==> src/hdl/nps_pkg.sv <==
// Shared types and constants of the normal-profile point sampler.
package nps_pkg;

    localparam int HALF_LEN_MAX   = 31;
    localparam int PYRAMID_LEVELS = 4;
    localparam int QUEUE_DEPTH    = 2;

    localparam logic [1:0] LVL_MAX =
        2'((PYRAMID_LEVELS - 1 > 3) ? 3 : PYRAMID_LEVELS - 1);

    localparam logic signed [15:0] UNIT_ONE  = 16'sd16384;
    localparam logic [11:0]        STEP_LOW  = 12'd64;
    localparam logic [11:0]        STEP_HIGH = 12'd2048;
    localparam logic [11:0]        OFF_STEP  = 12'd256;   // 1.0 in Q4.8

    // register map
    localparam logic [1:0] REG_HALF_LENGTH  = 2'd0;
    localparam logic [1:0] REG_STEP_Q8      = 2'd1;
    localparam logic [1:0] REG_IMAGE_WIDTH  = 2'd2;
    localparam logic [1:0] REG_IMAGE_HEIGHT = 2'd3;

    localparam logic [4:0]  RST_HALF_LENGTH  = 5'd4;
    localparam logic [11:0] RST_STEP_Q8      = 12'd256;
    localparam logic [11:0] RST_IMAGE_WIDTH  = 12'd640;
    localparam logic [11:0] RST_IMAGE_HEIGHT = 12'd480;

    localparam int ACC_W  = 40;   // j * u * step
    localparam int COEF_W = 28;   // u * step
    localparam int PT_W   = 18;   // rounded point
    localparam int FRAC_W = 22;   // Q2.14 times Q4.8

    typedef struct packed {
        logic signed [16:0] vx;
        logic signed [16:0] vy;
    } unit_req_t;

    typedef struct packed {
        logic signed [15:0] ux;
        logic signed [15:0] uy;
        logic               ok;
    } unit_rsp_t;

    // one classified landmark, handed from front to back
    typedef struct packed {
        logic signed [15:0] ux;
        logic signed [15:0] uy;
        logic [11:0]        cl_x;
        logic [11:0]        cl_y;
        logic [11:0]        lim_x;
        logic [11:0]        lim_y;
        logic [11:0]        step;
        logic [4:0]         k;
        logic signed [5:0]  off;
    } desc_t;

endpackage

==> src/hdl/nps_unit.sv <==
// Iterative vector normalizer: square sum, bit-serial square root, two divides.
module nps_unit (
    input  logic                aclk,
    input  logic                aresetn,
    input  logic                start_i,
    input  nps_pkg::unit_req_t  req_i,
    output logic                done_o,
    output nps_pkg::unit_rsp_t  rsp_o
);
    import nps_pkg::*;

    localparam logic [2:0] U_IDLE = 3'd0;
    localparam logic [2:0] U_SQX  = 3'd1;
    localparam logic [2:0] U_SQY  = 3'd2;
    localparam logic [2:0] U_SQRT = 3'd3;
    localparam logic [2:0] U_DSET = 3'd4;
    localparam logic [2:0] U_DIV  = 3'd5;
    localparam logic [2:0] U_DONE = 3'd6;

    logic [2:0]  state_reg, state_next;
    logic        neg_x_reg, neg_y_reg, ok_reg, sel_y_reg;
    logic [15:0] ax_reg, ay_reg;
    logic [31:0] n2_reg, rad_reg, root_reg, drem_reg;
    logic [33:0] rem_reg;
    logic [4:0]  cnt_reg;
    logic [15:0] nlo_reg, q_reg, qx_reg;

    logic [31:0] n2_sum;
    logic [34:0] rem_t, trial;
    logic        sq_ge;
    logic [46:0] num;
    logic [32:0] div_t;
    logic        dv_ge;
    logic [15:0] q_next;

    assign n2_sum = n2_reg + ay_reg * ay_reg;

    assign rem_t = {rem_reg[32:0], rad_reg[31:30]};
    assign trial = {1'b0, root_reg, 2'b01};
    assign sq_ge = rem_t >= trial;

    assign num   = {(sel_y_reg ? ay_reg : ax_reg), 30'b0} + 47'(root_reg[31:1]);
    assign div_t = {drem_reg, nlo_reg[15]};
    assign dv_ge = div_t >= {1'b0, root_reg};
    assign q_next = {q_reg[14:0], dv_ge};

    always_comb begin
        state_next = state_reg;
        unique case (state_reg)
            U_IDLE: if (start_i) state_next = U_SQX;
            U_SQX:  state_next = U_SQY;
            U_SQY:  state_next = (n2_sum == '0) ? U_DONE : U_SQRT;
            U_SQRT: if (cnt_reg == 5'd31) state_next = U_DSET;
            U_DSET: state_next = U_DIV;
            U_DIV:  if (cnt_reg == 5'd15) state_next = sel_y_reg ? U_DONE : U_DSET;
            // a new run may start in the cycle the previous result is taken
            U_DONE: state_next = start_i ? U_SQX : U_IDLE;
            default: state_next = U_IDLE;
        endcase
    end

    always_ff @(posedge aclk) begin
        if (!aresetn) begin
            state_reg <= U_IDLE;
        end else begin
            state_reg <= state_next;
        end
    end

    always_ff @(posedge aclk) begin
        case (state_reg)
            U_IDLE, U_DONE: begin
                if (start_i) begin
                    neg_x_reg <= req_i.vx < 0;
                    neg_y_reg <= req_i.vy < 0;
                    ax_reg    <= 16'((req_i.vx < 0) ? -req_i.vx : req_i.vx);
                    ay_reg    <= 16'((req_i.vy < 0) ? -req_i.vy : req_i.vy);
                end
            end
            U_SQX: n2_reg <= ax_reg * ax_reg;
            U_SQY: begin
                n2_reg    <= n2_sum;
                rad_reg   <= n2_sum;
                ok_reg    <= n2_sum != '0;
                rem_reg   <= '0;
                root_reg  <= '0;
                cnt_reg   <= '0;
                sel_y_reg <= 1'b0;
            end
            U_SQRT: begin
                rem_reg  <= sq_ge ? 34'(rem_t - trial) : rem_t[33:0];
                root_reg <= {root_reg[30:0], sq_ge};
                rad_reg  <= {rad_reg[29:0], 2'b00};
                cnt_reg  <= cnt_reg + 5'd1;
            end
            U_DSET: begin
                // quotient stays below 2^16, so the top part is already reduced
                drem_reg <= 32'(num[46:16]);
                nlo_reg  <= num[15:0];
                cnt_reg  <= '0;
            end
            U_DIV: begin
                drem_reg <= dv_ge ? 32'(div_t - {1'b0, root_reg}) : div_t[31:0];
                nlo_reg  <= {nlo_reg[14:0], 1'b0};
                q_reg    <= q_next;
                cnt_reg  <= cnt_reg + 5'd1;
                if (cnt_reg == 5'd15 && !sel_y_reg) begin
                    qx_reg    <= q_next;
                    sel_y_reg <= 1'b1;
                end
            end
            default: ;
        endcase
    end

    assign done_o   = state_reg == U_DONE;
    assign rsp_o.ok = ok_reg;
    assign rsp_o.ux = !ok_reg ? '0 : (neg_x_reg ? -$signed(qx_reg) : $signed(qx_reg));
    assign rsp_o.uy = !ok_reg ? '0 : (neg_y_reg ? -$signed(q_reg) : $signed(q_reg));

    a_start_idle: assert property (@(posedge aclk) disable iff (!aresetn)
        start_i |-> (state_reg == U_IDLE || state_reg == U_DONE))
        else $error("normalizer started while busy");

endmodule

==> src/hdl/nps_front.sv <==
// Front end: accepts landmarks, forms neighbor unit vectors and the normal.
module nps_front (
    input  logic                aclk,
    input  logic                aresetn,
    input  logic                s_valid,
    output logic                s_ready,
    input  logic [11:0]         s_center_x,
    input  logic [11:0]         s_center_y,
    input  logic [11:0]         s_prev_x,
    input  logic [11:0]         s_prev_y,
    input  logic [11:0]         s_next_x,
    input  logic [11:0]         s_next_y,
    input  logic [1:0]          s_pyramid_level,
    input  logic signed [5:0]   s_center_offset,
    input  logic [4:0]          half_length_i,
    input  logic [11:0]         step_q8_i,
    input  logic [11:0]         image_width_i,
    input  logic [11:0]         image_height_i,
    input  logic                full_i,
    output logic                push_o,
    output nps_pkg::desc_t      desc_o
);
    import nps_pkg::*;

    localparam logic [2:0] F_IDLE = 3'd0;
    localparam logic [2:0] F_A    = 3'd1;
    localparam logic [2:0] F_B    = 3'd2;
    localparam logic [2:0] F_N    = 3'd3;
    localparam logic [2:0] F_D    = 3'd4;
    localparam logic [2:0] F_PUSH = 3'd5;

    logic [2:0]         state_reg, state_next;
    logic [11:0]        cx_reg, cy_reg;
    logic [1:0]         lvl_reg;
    logic signed [5:0]  off_reg;
    logic signed [16:0] vbx_reg, vby_reg;
    logic signed [15:0] ax_reg, ay_reg, bx_reg, by_reg, ux_reg, uy_reg;
    logic               a_ok_reg;

    logic               accept, unit_start, unit_done, vanish;
    unit_req_t          unit_req;
    unit_rsp_t          unit_rsp;
    logic signed [16:0] vax, vay, dx, dy;
    logic [1:0]         lvl_s;
    logic [11:0]        lim_x_raw, lim_y_raw;

    assign s_ready = state_reg == F_IDLE;
    assign accept  = s_valid && s_ready;

    assign vax = $signed({5'b0, s_prev_x}) - $signed({5'b0, s_center_x});
    assign vay = $signed({5'b0, s_prev_y}) - $signed({5'b0, s_center_y});
    assign dx  = $signed({by_reg[15], by_reg}) - $signed({ay_reg[15], ay_reg});
    assign dy  = $signed({ax_reg[15], ax_reg}) - $signed({bx_reg[15], bx_reg});
    assign vanish = dx >= -17'sd2 && dx <= 17'sd2 && dy >= -17'sd2 && dy <= 17'sd2;

    always_comb begin
        case (state_reg)
            F_IDLE:  begin unit_req.vx = vax;     unit_req.vy = vay;     end
            F_A:     begin unit_req.vx = vbx_reg; unit_req.vy = vby_reg; end
            default: begin unit_req.vx = dx;      unit_req.vy = dy;      end
        endcase
    end

    assign unit_start = accept || (state_reg == F_A && unit_done)
                        || (state_reg == F_N && !vanish);

    nps_unit u_unit (
        .aclk    (aclk),
        .aresetn (aresetn),
        .start_i (unit_start),
        .req_i   (unit_req),
        .done_o  (unit_done),
        .rsp_o   (unit_rsp)
    );

    always_comb begin
        state_next = state_reg;
        unique case (state_reg)
            F_IDLE: if (accept) state_next = F_A;
            F_A:    if (unit_done) state_next = F_B;
            F_B:    if (unit_done) state_next = F_N;
            F_N:    state_next = vanish ? F_PUSH : F_D;
            F_D:    if (unit_done) state_next = F_PUSH;
            F_PUSH: if (!full_i) state_next = F_IDLE;
            default: state_next = F_IDLE;
        endcase
    end

    always_ff @(posedge aclk) begin
        if (!aresetn) begin
            state_reg <= F_IDLE;
        end else begin
            state_reg <= state_next;
        end
    end

    always_ff @(posedge aclk) begin
        case (state_reg)
            F_IDLE: begin
                if (accept) begin
                    cx_reg  <= s_center_x;
                    cy_reg  <= s_center_y;
                    lvl_reg <= s_pyramid_level;
                    off_reg <= s_center_offset;
                    vbx_reg <= $signed({5'b0, s_next_x}) - $signed({5'b0, s_center_x});
                    vby_reg <= $signed({5'b0, s_next_y}) - $signed({5'b0, s_center_y});
                end
            end
            F_A: begin
                if (unit_done) begin
                    ax_reg   <= unit_rsp.ux;
                    ay_reg   <= unit_rsp.uy;
                    a_ok_reg <= unit_rsp.ok;
                end
            end
            F_B: begin
                if (unit_done) begin
                    bx_reg <= unit_rsp.ux;
                    by_reg <= unit_rsp.uy;
                end
            end
            F_N: begin
                // near-zero normal: fall back to -a, or +x when a is zero
                if (vanish) begin
                    ux_reg <= a_ok_reg ? -ax_reg : UNIT_ONE;
                    uy_reg <= a_ok_reg ? -ay_reg : '0;
                end
            end
            F_D: begin
                if (unit_done) begin
                    ux_reg <= unit_rsp.ux;
                    uy_reg <= unit_rsp.uy;
                end
            end
            default: ;
        endcase
    end

    assign lvl_s     = (lvl_reg > LVL_MAX) ? LVL_MAX : lvl_reg;
    assign lim_x_raw = image_width_i >> lvl_s;
    assign lim_y_raw = image_height_i >> lvl_s;

    assign push_o       = state_reg == F_PUSH && !full_i;
    assign desc_o.ux    = ux_reg;
    assign desc_o.uy    = uy_reg;
    assign desc_o.cl_x  = cx_reg >> lvl_s;
    assign desc_o.cl_y  = cy_reg >> lvl_s;
    assign desc_o.lim_x = (lim_x_raw == '0) ? 12'd1 : lim_x_raw;
    assign desc_o.lim_y = (lim_y_raw == '0) ? 12'd1 : lim_y_raw;
    assign desc_o.step  = (step_q8_i < STEP_LOW) ? STEP_LOW :
                          (step_q8_i > STEP_HIGH) ? STEP_HIGH : step_q8_i;
    assign desc_o.k     = half_length_i;
    assign desc_o.off   = off_reg;

endmodule

==> src/hdl/nps_fifo.sv <==
// Short descriptor queue between front and back.
module nps_fifo (
    input  logic            aclk,
    input  logic            aresetn,
    input  logic            push_i,
    input  nps_pkg::desc_t  wr_data_i,
    input  logic            pop_i,
    output nps_pkg::desc_t  rd_data_o,
    output logic            full_o,
    output logic            empty_o
);
    import nps_pkg::*;

    localparam int PTR_W = (QUEUE_DEPTH > 1) ? $clog2(QUEUE_DEPTH) : 1;
    localparam int CNT_W = $clog2(QUEUE_DEPTH + 1);

    desc_t             entry_reg [QUEUE_DEPTH];
    logic [PTR_W-1:0]  wr_ptr_reg, rd_ptr_reg;
    logic [CNT_W-1:0]  count_reg;
    logic              do_push, do_pop;

    assign full_o  = count_reg == CNT_W'(QUEUE_DEPTH);
    assign empty_o = count_reg == '0;
    assign do_push = push_i && !full_o;
    assign do_pop  = pop_i && !empty_o;
    assign rd_data_o = entry_reg[rd_ptr_reg];

    always_ff @(posedge aclk) begin
        if (do_push) begin
            entry_reg[wr_ptr_reg] <= wr_data_i;
        end
    end

    always_ff @(posedge aclk) begin
        if (!aresetn) begin
            wr_ptr_reg <= '0;
            rd_ptr_reg <= '0;
            count_reg  <= '0;
        end else begin
            if (do_push) begin
                wr_ptr_reg <= (wr_ptr_reg == PTR_W'(QUEUE_DEPTH - 1)) ? '0
                              : wr_ptr_reg + PTR_W'(1);
            end
            if (do_pop) begin
                rd_ptr_reg <= (rd_ptr_reg == PTR_W'(QUEUE_DEPTH - 1)) ? '0
                              : rd_ptr_reg + PTR_W'(1);
            end
            count_reg <= count_reg + CNT_W'(do_push) - CNT_W'(do_pop);
        end
    end

    a_no_overflow: assert property (@(posedge aclk) disable iff (!aresetn)
        push_i |-> !full_o)
        else $error("push into full queue");

    a_count_range: assert property (@(posedge aclk) disable iff (!aresetn)
        count_reg <= CNT_W'(QUEUE_DEPTH))
        else $error("queue count out of range");

endmodule

==> src/hdl/nps_back.sv <==
// Back end: offset walk, walk out to +k, then emit points down to -k.
module nps_back #(
    parameter int MAX_HALF_LENGTH = nps_pkg::HALF_LEN_MAX
) (
    input  logic            aclk,
    input  logic            aresetn,
    input  logic            empty_i,
    output logic            pop_o,
    input  nps_pkg::desc_t  desc_i,
    output logic            m_valid,
    input  logic            m_ready,
    output logic [11:0]     m_sample_x,
    output logic [11:0]     m_sample_y,
    output logic            m_last_sample
);
    import nps_pkg::*;

    localparam int CNT_W = $clog2(2 * MAX_HALF_LENGTH + 2);

    localparam logic [2:0] B_IDLE  = 3'd0;
    localparam logic [2:0] B_OFF   = 3'd1;
    localparam logic [2:0] B_MULX  = 3'd2;
    localparam logic [2:0] B_MULY  = 3'd3;
    localparam logic [2:0] B_FWD   = 3'd4;
    localparam logic [2:0] B_EMIT  = 3'd5;
    localparam logic [2:0] B_DWALK = 3'd6;

    logic [2:0]               state_reg, state_next;
    desc_t                    desc_reg;
    logic signed [COEF_W-1:0] cx_reg, cy_reg;
    logic signed [ACC_W-1:0]  accx_reg, accy_reg;
    logic signed [PT_W-1:0]   px_reg, py_reg, offx_reg, offy_reg;
    logic [4:0]               wcnt_reg;
    logic [CNT_W-1:0]         emit_cnt_reg;
    logic                     m_valid_reg, m_last_reg;
    logic [11:0]              m_x_reg, m_y_reg;

    logic signed [ACC_W-1:0]  accx_next, accy_next;
    logic signed [PT_W-1:0]   ptx, pty;
    logic                     differ, load, sub;
    logic [5:0]               off_mag;
    logic [4:0]               k_sat;
    logic signed [COEF_W-1:0] prod;

    // round half to even of acc / 2^22 (floor plus tie correction)
    function automatic logic signed [PT_W-1:0] round_pt(input logic signed [ACC_W-1:0] a);
        logic signed [PT_W-1:0] q;
        logic [FRAC_W-1:0]      r;
        q = a[ACC_W-1:FRAC_W];
        r = a[FRAC_W-1:0];
        return q + PT_W'(r[FRAC_W-1] && ((|r[FRAC_W-2:0]) || q[0]));
    endfunction

    function automatic logic [11:0] clamp_axis(input logic [11:0] base,
                                               input logic signed [PT_W-1:0] p,
                                               input logic signed [PT_W-1:0] o,
                                               input logic [11:0] lim);
        logic signed [PT_W+1:0] v;
        v = $signed({{(PT_W-10){1'b0}}, base}) + (PT_W+2)'(p) + (PT_W+2)'(o);
        if (v < 0) return '0;
        if (v >= $signed({{(PT_W-10){1'b0}}, lim})) return lim - 12'd1;
        return v[11:0];
    endfunction

    assign sub       = state_reg == B_DWALK || (state_reg == B_FWD && wcnt_reg == '0);
    assign accx_next = sub ? accx_reg - ACC_W'(cx_reg) : accx_reg + ACC_W'(cx_reg);
    assign accy_next = sub ? accy_reg - ACC_W'(cy_reg) : accy_reg + ACC_W'(cy_reg);
    assign ptx       = round_pt(accx_reg);
    assign pty       = round_pt(accy_reg);
    assign differ    = ptx != px_reg || pty != py_reg;

    assign off_mag = desc_i.off[5] ? 6'(-desc_i.off) : 6'(desc_i.off);
    assign k_sat   = (desc_reg.k > 5'(MAX_HALF_LENGTH)) ? 5'(MAX_HALF_LENGTH) : desc_reg.k;
    assign prod    = COEF_W'((state_reg == B_MULX ? desc_reg.ux : desc_reg.uy)
                             * $signed({1'b0, desc_reg.step}));

    assign pop_o = state_reg == B_IDLE && !empty_i;
    assign load  = state_reg == B_EMIT && (!m_valid_reg || m_ready);

    always_comb begin
        state_next = state_reg;
        unique case (state_reg)
            B_IDLE:  if (!empty_i) state_next = B_OFF;
            B_OFF:   if (wcnt_reg == '0) state_next = B_MULX;
            B_MULX:  state_next = B_MULY;
            B_MULY:  state_next = B_FWD;
            B_FWD:   if (wcnt_reg == '0) state_next = B_EMIT;
            B_EMIT:  if (load) state_next = (emit_cnt_reg == CNT_W'(1)) ? B_IDLE : B_DWALK;
            B_DWALK: if (differ) state_next = B_EMIT;
            default: state_next = B_IDLE;
        endcase
    end

    always_ff @(posedge aclk) begin
        if (!aresetn) begin
            state_reg   <= B_IDLE;
            m_valid_reg <= 1'b0;
        end else begin
            state_reg <= state_next;
            if (load) begin
                m_valid_reg <= 1'b1;
            end else if (m_ready) begin
                m_valid_reg <= 1'b0;
            end
        end
    end

    always_ff @(posedge aclk) begin
        case (state_reg)
            B_IDLE: begin
                if (!empty_i) begin
                    // offset walk runs on the unscaled normal: step of 1.0
                    desc_reg <= desc_i;
                    cx_reg   <= COEF_W'(desc_i.ux * $signed({1'b0, OFF_STEP}));
                    cy_reg   <= COEF_W'(desc_i.uy * $signed({1'b0, OFF_STEP}));
                    accx_reg <= ACC_W'(desc_i.ux * $signed({1'b0, OFF_STEP}));
                    accy_reg <= ACC_W'(desc_i.uy * $signed({1'b0, OFF_STEP}));
                    px_reg   <= '0;
                    py_reg   <= '0;
                    wcnt_reg <= (off_mag == '0) ? '0 : 5'(off_mag - 6'd1);
                end
            end
            B_OFF: begin
                if (wcnt_reg == '0) begin
                    offx_reg <= (desc_reg.off > 0) ? px_reg : -px_reg;
                    offy_reg <= (desc_reg.off > 0) ? py_reg : -py_reg;
                end else begin
                    accx_reg <= accx_next;
                    accy_reg <= accy_next;
                    if (differ) begin
                        px_reg   <= ptx;
                        py_reg   <= pty;
                        wcnt_reg <= wcnt_reg - 5'd1;
                    end
                end
            end
            B_MULX: begin
                cx_reg   <= prod;
                accx_reg <= ACC_W'(prod);
            end
            B_MULY: begin
                cy_reg       <= prod;
                accy_reg     <= ACC_W'(prod);
                px_reg       <= '0;
                py_reg       <= '0;
                wcnt_reg     <= k_sat;
                emit_cnt_reg <= CNT_W'({k_sat, 1'b1});
            end
            B_FWD, B_DWALK: begin
                // at the end of the outward walk this steps j back by one
                accx_reg <= accx_next;
                accy_reg <= accy_next;
                if (wcnt_reg != '0 || state_reg == B_DWALK) begin
                    if (differ) begin
                        px_reg <= ptx;
                        py_reg <= pty;
                        if (state_reg == B_FWD) wcnt_reg <= wcnt_reg - 5'd1;
                    end
                end
            end
            B_EMIT: begin
                if (load) begin
                    m_x_reg      <= clamp_axis(desc_reg.cl_x, px_reg, offx_reg, desc_reg.lim_x);
                    m_y_reg      <= clamp_axis(desc_reg.cl_y, py_reg, offy_reg, desc_reg.lim_y);
                    m_last_reg   <= emit_cnt_reg == CNT_W'(1);
                    emit_cnt_reg <= emit_cnt_reg - CNT_W'(1);
                end
            end
            default: ;
        endcase
    end

    assign m_valid       = m_valid_reg;
    assign m_sample_x    = m_x_reg;
    assign m_sample_y    = m_y_reg;
    assign m_last_sample = m_last_reg;

    a_emit_count: assert property (@(posedge aclk) disable iff (!aresetn)
        state_reg == B_EMIT |-> emit_cnt_reg != '0)
        else $error("emit with no points left");

    a_last_idle: assert property (@(posedge aclk) disable iff (!aresetn)
        (load && emit_cnt_reg == CNT_W'(1)) |=> state_reg == B_IDLE && m_last_reg)
        else $error("profile did not close after last point");

endmodule

==> src/hdl/normal_profile_point_sampler_core.sv <==
// Normal-profile point sampler top level: config registers, front, queue, back.
//
// For each landmark request (center plus its two neighbors) the core emits
// 2k+1 pixel positions along the landmark normal, from +k down to -k, with
// last_sample set on the final one; positions are at the requested pyramid
// level and clamped to that level's image. The front takes one landmark at
// a time and runs a shared normalizer three times (both neighbor directions,
// then the normal; the third run is skipped when the normal vanishes). A
// normalizer run is a square sum, a 32-step square root and two 16-step
// divides; a zero vector skips the root and the divides. The back walks
// one step count j per cycle: an offset walk and setup, then the walk out
// to +k and back to -k (one to about six j per point, more for small
// steps), with each point emitted on the way back, held while the output
// stalls. A two-entry descriptor queue lets front and back run on different
// landmarks, so the sustained rate is the slower of the two, typically the
// normalizer. Config registers must only change while idle.
module normal_profile_point_sampler_core #(
    parameter int MAX_HALF_LENGTH = nps_pkg::HALF_LEN_MAX
) (
    input  logic               aclk,
    input  logic               aresetn,
    // config write port
    input  logic               cfg_we,
    input  logic [1:0]         cfg_addr,
    input  logic [11:0]        cfg_wdata,
    // landmark requests
    input  logic               s_valid,
    output logic               s_ready,
    input  logic [11:0]        s_center_x,
    input  logic [11:0]        s_center_y,
    input  logic [11:0]        s_prev_x,
    input  logic [11:0]        s_prev_y,
    input  logic [11:0]        s_next_x,
    input  logic [11:0]        s_next_y,
    input  logic [1:0]         s_pyramid_level,
    input  logic signed [5:0]  s_center_offset,
    // sample points
    output logic               m_valid,
    input  logic               m_ready,
    output logic [11:0]        m_sample_x,
    output logic [11:0]        m_sample_y,
    output logic               m_last_sample
);
    import nps_pkg::*;

    logic [4:0]  half_length_reg;
    logic [11:0] step_q8_reg, image_width_reg, image_height_reg;

    logic        q_push, q_pop, q_full, q_empty;
    desc_t       q_wr_data, q_rd_data;

    always_ff @(posedge aclk) begin
        if (!aresetn) begin
            half_length_reg  <= RST_HALF_LENGTH;
            step_q8_reg      <= RST_STEP_Q8;
            image_width_reg  <= RST_IMAGE_WIDTH;
            image_height_reg <= RST_IMAGE_HEIGHT;
        end else if (cfg_we) begin
            unique case (cfg_addr)
                REG_HALF_LENGTH:  half_length_reg  <= cfg_wdata[4:0];
                REG_STEP_Q8:      step_q8_reg      <= cfg_wdata;
                REG_IMAGE_WIDTH:  image_width_reg  <= cfg_wdata;
                REG_IMAGE_HEIGHT: image_height_reg <= cfg_wdata;
                default: ;
            endcase
        end
    end

    // front: classify the landmark, produce normal and level bounds
    nps_front u_front (
        .aclk            (aclk),
        .aresetn         (aresetn),
        .s_valid         (s_valid),
        .s_ready         (s_ready),
        .s_center_x      (s_center_x),
        .s_center_y      (s_center_y),
        .s_prev_x        (s_prev_x),
        .s_prev_y        (s_prev_y),
        .s_next_x        (s_next_x),
        .s_next_y        (s_next_y),
        .s_pyramid_level (s_pyramid_level),
        .s_center_offset (s_center_offset),
        .half_length_i   (half_length_reg),
        .step_q8_i       (step_q8_reg),
        .image_width_i   (image_width_reg),
        .image_height_i  (image_height_reg),
        .full_i          (q_full),
        .push_o          (q_push),
        .desc_o          (q_wr_data)
    );

    nps_fifo u_fifo (
        .aclk      (aclk),
        .aresetn   (aresetn),
        .push_i    (q_push),
        .wr_data_i (q_wr_data),
        .pop_i     (q_pop),
        .rd_data_o (q_rd_data),
        .full_o    (q_full),
        .empty_o   (q_empty)
    );

    // back: rounding walks and point output, with its own output register
    nps_back #(
        .MAX_HALF_LENGTH (MAX_HALF_LENGTH)
    ) u_back (
        .aclk          (aclk),
        .aresetn       (aresetn),
        .empty_i       (q_empty),
        .pop_o         (q_pop),
        .desc_i        (q_rd_data),
        .m_valid       (m_valid),
        .m_ready       (m_ready),
        .m_sample_x    (m_sample_x),
        .m_sample_y    (m_sample_y),
        .m_last_sample (m_last_sample)
    );

endmodule
==> config.mk <==
export PLATFORM = sky130hd
export DESIGN_NAME = normal_profile_point_sampler_core
export DESIGN_NICKNAME = d
export VERILOG_FILES = /design/src/hdl/nps_pkg.sv /design/src/hdl/nps_unit.sv /design/src/hdl/nps_front.sv /design/src/hdl/nps_fifo.sv /design/src/hdl/nps_back.sv /design/src/hdl/normal_profile_point_sampler_core.sv
export SDC_FILE = /design/constraint.sdc
export NUM_CORES = 2
export LEC_CHECK = 0
export BUFFER_PORTS_ARGS = -buffer_cell sky130_fd_sc_hd__buf_2
export CORE_MARGIN = 2
export CORE_UTILIZATION = 25
export DETAILED_ROUTE_END_ITERATION = 7
export GPL_TIMING_DRIVEN = 0
export MAX_ROUTING_LAYER = met4
export PLACE_DENSITY = 0.39
export SYNTH_ARGS = -nofsm -noshare
export SYNTH_HDL_FRONTEND = slang
export SYNTH_SLANG_ARGS = --single-unit
export TNS_END_PERCENT = 100
==> constraint.sdc <==
create_clock -name aclk -period 17.98 [get_ports aclk]
set_input_delay 0.899 -clock aclk [delete_from_list [all_inputs] [get_ports aclk]]
set_output_delay 0.899 -clock aclk [all_outputs]
set_load 0.02 [all_outputs]
==> flow_metrics.py <==
metrics = {
    "detailed_routing": {
        "wire_per_inst_um": 20.49,
        "firstDrtPassIters": 6,
        "dr_total_vias": 57630,
        "drtIter0Drc": 3425,
        "vias_per_cell": 4.611,
        "antenna_left": 0,
        "wl_um": 256100,
        "drc_errors": 0,
    },
    "grt": {
        "grt_pass1_vias": 60370,
        "grt_pass1_wl_um": 385700,
        "grtUsageMet3": 0.01470,
        "grt_max_degree": 60,
        "grt.overflow.total": 0,
        "antenna_found_initial": 7,
        "grtUsageTotal": 0.1605,
        "use_met2": 0.2780,
        "top_usage_layer": "met2",
        "grt_use_met1": 0.2003,
    },
    "place": {
        "post-place-ws_ns": 7.950,
        "port_buffers": 124,
        "globalplace.congestion": 0.8668,
        "dp_hpwl_um": 205400,
    },
    "critical_path": {
        "slowest_delay_ns": 0.96,
        "start_kind": "register",
        "crit_slowest_cell": "xnor2_1",
        "critPathTopFamily": "adder cells",
        "cp_data_arrival_time_ns": 10.64,
        "critPathBufInv": 8,
        "crit_type": "register to register",
        "cpMostUsedCell": "fa_1",
        "cp_max_fo": 10,
        "cp.required_ns": 18.59,
        "critPathCaptureType": "register",
    },
    "synth": {
        "post-synth-top-count-cell": "edfxtp_1",
        "netlist_top_cells_area": "edfxtp_1 36%, fa_1 14%, ha_1 9.0%",
        "synth_commonest_cells": "958 x edfxtp_1, 890 x inv_1, 766 x nand2_1",
        "ys_ff_latch": 1014,
        "synth_warnings": 0,
        "syn_area_sq_um": 80520,
        "syn-instance-count": 7824,
        "synth.top_cell.area_share": 0.3573,
        "syn-num-nets": 9070,
        "ys_types": 101,
        "synth_top_area_cell": "edfxtp_1",
        "synth-edff-count": 958,
        "synth-seq-area-share": 0.3712,
        "async_reset_ff_frac": 0,
        "synth.avg_cell_area_sq_um": 10.29,
        "synthFlopType": "edfxtp_1",
    },
    "floorplanning": {
        "num_io_pins": 126,
        "initial_core_util": 0.2509,
        "rows": 208,
        "core_area_sq_um": 320900,
        "die_y_um": 571.5,
        "dieArea_sq_um": 326600,
        "die_w_um": 571.5,
    },
    "sta": {
        "period_share": 0.5577,
        "setup_viol": 0,
        "rsz0062_at_grt": "no",
        "holdWs_ns": 0.3006,
        "post-route-min-period_ns": 10.03,
        "fmax_ghz": 0.09972,
        "final_hold_viol_count": 0,
        "worst_pin_slew_ns": 1.359,
        "clock_skew_ns": 0.06699,
        "setup_ws_ns": 7.952,
        "finalSetupTns_ns": 0,
        "drv_slew": 0,
        "max_slew_margin": 0.09212,
    },
    "cts": {
        "worstSkewPairLatency_ns": 0.78,
        "cts_tree": "yes",
        "cts_root_buffer": "clkbuf_16",
        "postCtsSetupRepairBufs": 0,
        "cts.reportedPaths.clkPinSlew_ns": 0.06,
        "clock_sinks": 1014,
        "htreeDepth": 3,
        "cts_resized": 0,
        "hold_buffers": 0,
        "cts_buffers": 116,
        "ctsLongestPathBuffers": 3,
    },
    "layout": {
        "areaGrowthSynthToFinish_pct": 13.10,
        "nNetsFinal": 9338,
        "final_core_util": 0.2838,
        "drive_gt1_frac": 0.06837,
        "largest_reg_flops": 206,
    },
    "status": {
        "status": "finished clean",
    },
    "hold_path": {
        "hold_class": "input port to register",
    },
    "run": {
        "max-cap-violations": 0,
    },
}
cell type report:
class | instances | area (sq um)
multi-input cells | 5651 | 46340
diodes | 3 | 7.507
well taps | 4305 | 5386
flip-flops and latches | 1014 | 29890
repair buffers | 150 | 1124
clock inverters | 82 | 927.1
clock buffers | 135 | 2984
plain buffers | 268 | 1060
inverters | 891 | 3352
fillers | 33570 | 229800
cells by family (layout without fill, tap and decap cells):
logic type	count (synthesis)	in the layout	synth area share
DFF	1014	1014	0.3712
other	0	3	0
buffers and inverters	1159	1526	0.05468
adders and majority gates	1147	1147	0.2314
muxes	218	218	0.03350
xor gates and xnor gates	572	572	0.06231
AOI/OAI and AO/OA	1470	1470	0.1157
and+or+nand+nor	2244	2244	0.1312
worst paths after layout:
kind	slack [ns]	start	to	depth (start not counted)
max reg2reg	7.95	u_back.state_reg[2]	u_back.accx_reg[32]	31
min	0.30	s_pyramid_level[1]	u_front.lvl_reg[1]	1
max	7.95	u_back.state_reg[2]	u_back.accx_reg[32]	31
min reg2reg	0.42	u_front.uy_reg[6]	u_fifo.entry_reg[0][77]	0
worst reg2reg max path: cells and delay by family (launching register included):
family          cells  cell delay [ns]
compound gates      8             1.53
xor+xnor            1             0.96
fa+ha+maj           6             3.03
buf+inv             8             2.36
flops               1             0.30
simple gates        8             1.69
layout by cell type (no fill, tap or decap), types with 51 or more instances in the layout:
master / instances
ha_1: 577
mux2i_1: 76
a21o_1: 156
fa_1: 570
xor2_1: 243
a211oi_1: 57
o31ai_1: 55
nor3_1: 118
nand2_1: 764
nor2b_1: 123
o21a_1: 51
dfxtp_1: 56
clkbuf_1: 241
and3_1: 60
nand3_1: 94
and2_1: 227
o21ai_0: 336
a21oi_1: 430
mux2_2: 112
xnor2_1: 328
edfxtp_1: 958
clkbuf_16: 116
nor2_1: 562
inv_1: 888
nand2b_1: 70
buf_2: 133
routing by layer:
metal | vias to the layer above | share of wire
met4 | 0 | 0.024
met1 | 28880 | 0.44
met3 | 263 | 0.030
li1 | 27570 | -
met2 | 919 | 0.50
met5 | - | 0
metrics by stage:
stage,instances,area [sq um]
2_1_floorplan,7824,80520
3_3_place_gp,12250,86520
3_5_place_dp,12280,87140
4_1_cts,12500,91050
5_1_grt,12500,91060
6_report,12500,91060
Power is left out: the tool's default activity adds up to more than one toggle a clock period on the data nets, which glitch-free logic cannot reach.
